===== config.mk =====
export PLATFORM = sky130hd
export DESIGN_NAME = ght_ram
export DESIGN_NICKNAME = d
export VERILOG_FILES = /design/src/ght_ram.sv
export SDC_FILE = /design/constraint.sdc
export NUM_CORES = 2
export LEC_CHECK = 0
export ABC_AREA = 1
export CAP_MARGIN = 40
export CELL_PAD_IN_SITES_DETAIL_PLACEMENT = 0
export CELL_PAD_IN_SITES_GLOBAL_PLACEMENT = 1
export CORE_ASPECT_RATIO = 0.75
export CORE_MARGIN = 2
export CORE_UTILIZATION = 39
export CTS_BUF_LIST = sky130_fd_sc_hd__clkbuf_2
export DETAILED_ROUTE_END_ITERATION = 12
export DONT_BUFFER_PORTS = 1
export PLACE_DENSITY = 0.66
export SLEW_MARGIN = 20
export SYNTH_ARGS = -nofsm -noshare
export SYNTH_HDL_FRONTEND = slang
export SYNTH_SLANG_ARGS = --single-unit

===== constraint.sdc =====
create_clock -name i_clk -period 1.6 [get_ports i_clk]
set_clock_uncertainty 0.1 [all_clocks]
set_input_delay 0.08 -clock i_clk [delete_from_list [all_inputs] [get_ports i_clk]]
set_output_delay 0.08 -clock i_clk [all_outputs]
set_load 0.1 [all_outputs]

===== src/ght_ram.sv =====
// Generic single-port-write, single-port-read RAM with registered read data.
module ght_ram #(
    parameter int unsigned WIDTH = 8,
    parameter int unsigned DEPTH = 256,
    localparam int unsigned ADDR_W = $clog2(DEPTH)
) (
    input  logic              i_clk,
    input  logic              i_we,
    input  logic [ADDR_W-1:0] i_waddr,
    input  logic [WIDTH-1:0]  i_wdata,
    input  logic [ADDR_W-1:0] i_raddr,
    output logic [WIDTH-1:0]  o_rdata
);

    logic [WIDTH-1:0] r_mem [DEPTH];
    logic [WIDTH-1:0] r_rdata;

    always_ff @(posedge i_clk) begin
        if (i_we) begin
            r_mem[i_waddr] <= i_wdata;
        end
        r_rdata <= r_mem[i_raddr];
    end

    assign o_rdata = r_rdata;

endmodule


==> results_dict.tcl <==
set metrics [dict create \
    run_status "finished, violations left" \
    violations "negative hold slack, max-slew violations, negative setup slack" \
    p_clk_share_pct 33.7 \
    r2r_slack_ns -0.14 \
    crit_family "flip-flops" \
    swShare_pct 25.68 \
    h-tree-depth 5 \
    chipHeight_microns 404.5 \
    synth_area_per_cell_sq_um 11.91 \
    postRouteAntennaNets 0 \
    crit_chain "buf_12" \
    first_pass_iters 5 \
    cp_num_buf_inv 1 \
    crit_arrival_ns 2.28 \
    initial_core_util_pct 39.36 \
    period_share_pct 153.6 \
    max_freq_mhz 406.9 \
    setup_viol 39 \
    cts_max_path_buffers 4 \
    yosys.area_share.simple_pct 22.95 \
    peakVddDrop_mv 0.6389 \
    cts_root_buf "clkbuf_2" \
    antenna_found_initial 18 \
    synth_compound_area_share_pct 0 \
    hold_viol_final 2056 \
    synthAdderAreaFrac_pct 0 \
    syn_to_final_growth_pct 17.91 \
    yosysUniqueCellTypes 14 \
    fin_ws_ns -0.8579 \
    via_per_inst 5.352 \
    endpoint_kind "output port" \
    synth_top_family_by_area "simple AND/OR/NAND/NOR gates" \
    seq_area_frac_synth_pct 73.94 \
    vias 57650 \
    synth.area.top_cells "edfxtp_1 74%, nand3_1 12%, nand2_1 9.6%" \
    slew-limit-headroom_pct -69.15 \
    startpoint_type "flop" \
    ys_seq_elements 2056 \
    netlist_area_sq_um 83400 \
    final_cell_mix "2076 x nand2_1, 2048 x edfxtp_1, 1475 x nand3_1, 714 x clkbuf_2, 443 x buf_4" \
    synth_cells 7003 \
    n_fill_cell 19480 \
    dp_slack_ns -1.169 \
    grt_pass1_vias 55300 \
    leakagePower_uw 0.03566 \
    clk_pin_slew_ns 0.11 \
    max_cap_viol_count 0 \
    power.internal_uw 74530 \
    finalWirelength_microns 252100 \
    critPathMaxStageDelay_ns 0.44 \
    hpwl_microns 131600 \
    cp_slowest_cell "dfxtp_4" \
    synth_xor_area_share_pct 0 \
    drive_gt1_share_pct 23.95 \
    port_buffers 0 \
    fp.dieW_microns 538.0 \
    ys.warnings.count 0 \
    syn-num-nets 7029 \
    dieArea_sq_um 217600 \
    fp-row-count 146 \
    power_switching_uw 25760 \
    period_minus_slack_ns 2.458 \
    ios 34 \
    dr.first_iter.drc_count 6374 \
    overflow 0 \
    rsz0062_at_grt "true" \
    clock_latency_ns 1.70 \
    grt_max_degree 1026 \
    required_ns 1.42 \
    clock-sinks 2056 \
    synth_top_cell_by_area "edfxtp_1" \
    wl_per_cell_microns 23.41 \
    yosys.area.top_type_share_pct 73.74 \
    gp_congestion 0.8456 \
    drv_slew 392 \
    p_per_area_nw_per_um2 1020 \
    synth.mux.area_fraction_pct 0 \
    critPathKind "flop to output port" \
    p_comb_share_pct 7.1 \
    tritoncts "yes" \
    drc 0 \
    tritoncts.num_buffers 486 \
    final_common_cell "nand2_1" \
    whs_ns -1.490 \
    hp-class "input pin to flop" \
    p_seq_share_pct 59.2 \
    tightest_slew_ns 2.537 \
    grt_pass1_wl_microns 366700 \
    grt_usage_pct 22.70 \
    nets 7626 \
    coreArea_sq_um 211900 \
    crit_fanout 1 \
]
## state kept, by name, indices dropped and copies added (netlist names)
name,count
o_rdata,8
r_mem,2048
## area by class of cell
cell class,instances,area [sq um],area share [%]
Sequential cell,2056,61690,62.73
Multi-Input combinational cell,4425,22810,23.20
Timing Repair Buffer,592,5864,5.964
Clock buffer,714,3573,3.634
Tap cell,2812,3518,3.578
Clock inverter,129,684.4,0.6960
Inverter,39,183.9,0.1870
Antenna cell,4,10.01,0.01018
## worst paths after layout
kind | endpoint | from | cells after the start
setup / recovery | o_rdata[3] | o_rdata[3]$_DFF_P_ | 1
setup reg to reg | o_rdata[0]$_DFF_P_ | r_mem[31][0]$_DFFE_PP_ | 10
hold / removal | r_mem[105][6]$_DFFE_PP_ | i_wdata[6] | 0
hold reg to reg | o_rdata[5]$_DFF_P_ | r_mem[32][5]$_DFFE_PP_ | 10
## logic make-up after synthesis
logic type,count (synthesis)
DFF,2056
buffers and inverters,522
and+or+nand+nor,4425
## worst reg2reg max path: cells and delay by family (launching register included)
kind	cells	cell delay, ns
and+or+nand+nor	10	1.17
DFF	1	0.38
## power groups by stage
stage          Clock, uW  Sequential, uW  Combinational (uW)
2_1_floorplan          0           60800                3660
3_3_place_gp           0           60600                5300
3_5_place_dp           0           60600                5290
4_1_cts            34800           59400                6030
5_1_grt            37500           59400                7620
6_report           33800           59400                7130
## cell usage after synthesis (all sizes together)
master	instances
buf	371
clkbuf	112
dfxtp	8
edfxtp	2048
inv	39
nand2	2123
nand3	2019
nor2	283
## per-stage QoR
| step | TNS (ns) | utilization (%) | total power [uW] | instance area, sq um | instances |
|---|---|---|---|---|---|
| final | -15.22 | 46.41 | 100300 | 98340 | 10770 |
| after global routing | -12.40 | 46.40 | 104500 | 98330 | 10770 |
| after CTS | -69.45 | 45.29 | 100200 | 95970 | 10760 |
| after detailed placement | -10.55 | 42.22 | 65890 | 89460 | 9869 |
| after global placement | -10.26 | 42.22 | 65900 | 89460 | 9869 |
| after floorplan | -15.33 | - | 64420 | 83400 | 7003 |
## routing by layer
layer	GRT usage, %	share of wire [%]
met5	0	0.0091
met4	5.848	1.9
met3	5.156	9.2
met2	32.88	44
met1	34.27	45
## timing repair
item | 4_1_cts | 5_1_grt
endpoints found under the setup margin | 16 | 612
pin swaps | 76 | 220
hold buffers | 44 | 6
cloned | 0 | 3
endpoints found under the hold margin | 4104 | 3222
setup buffers | 0 | 1
resized for setup | 348 | 411
Note: power is estimated with default switching activity, not from simulation.
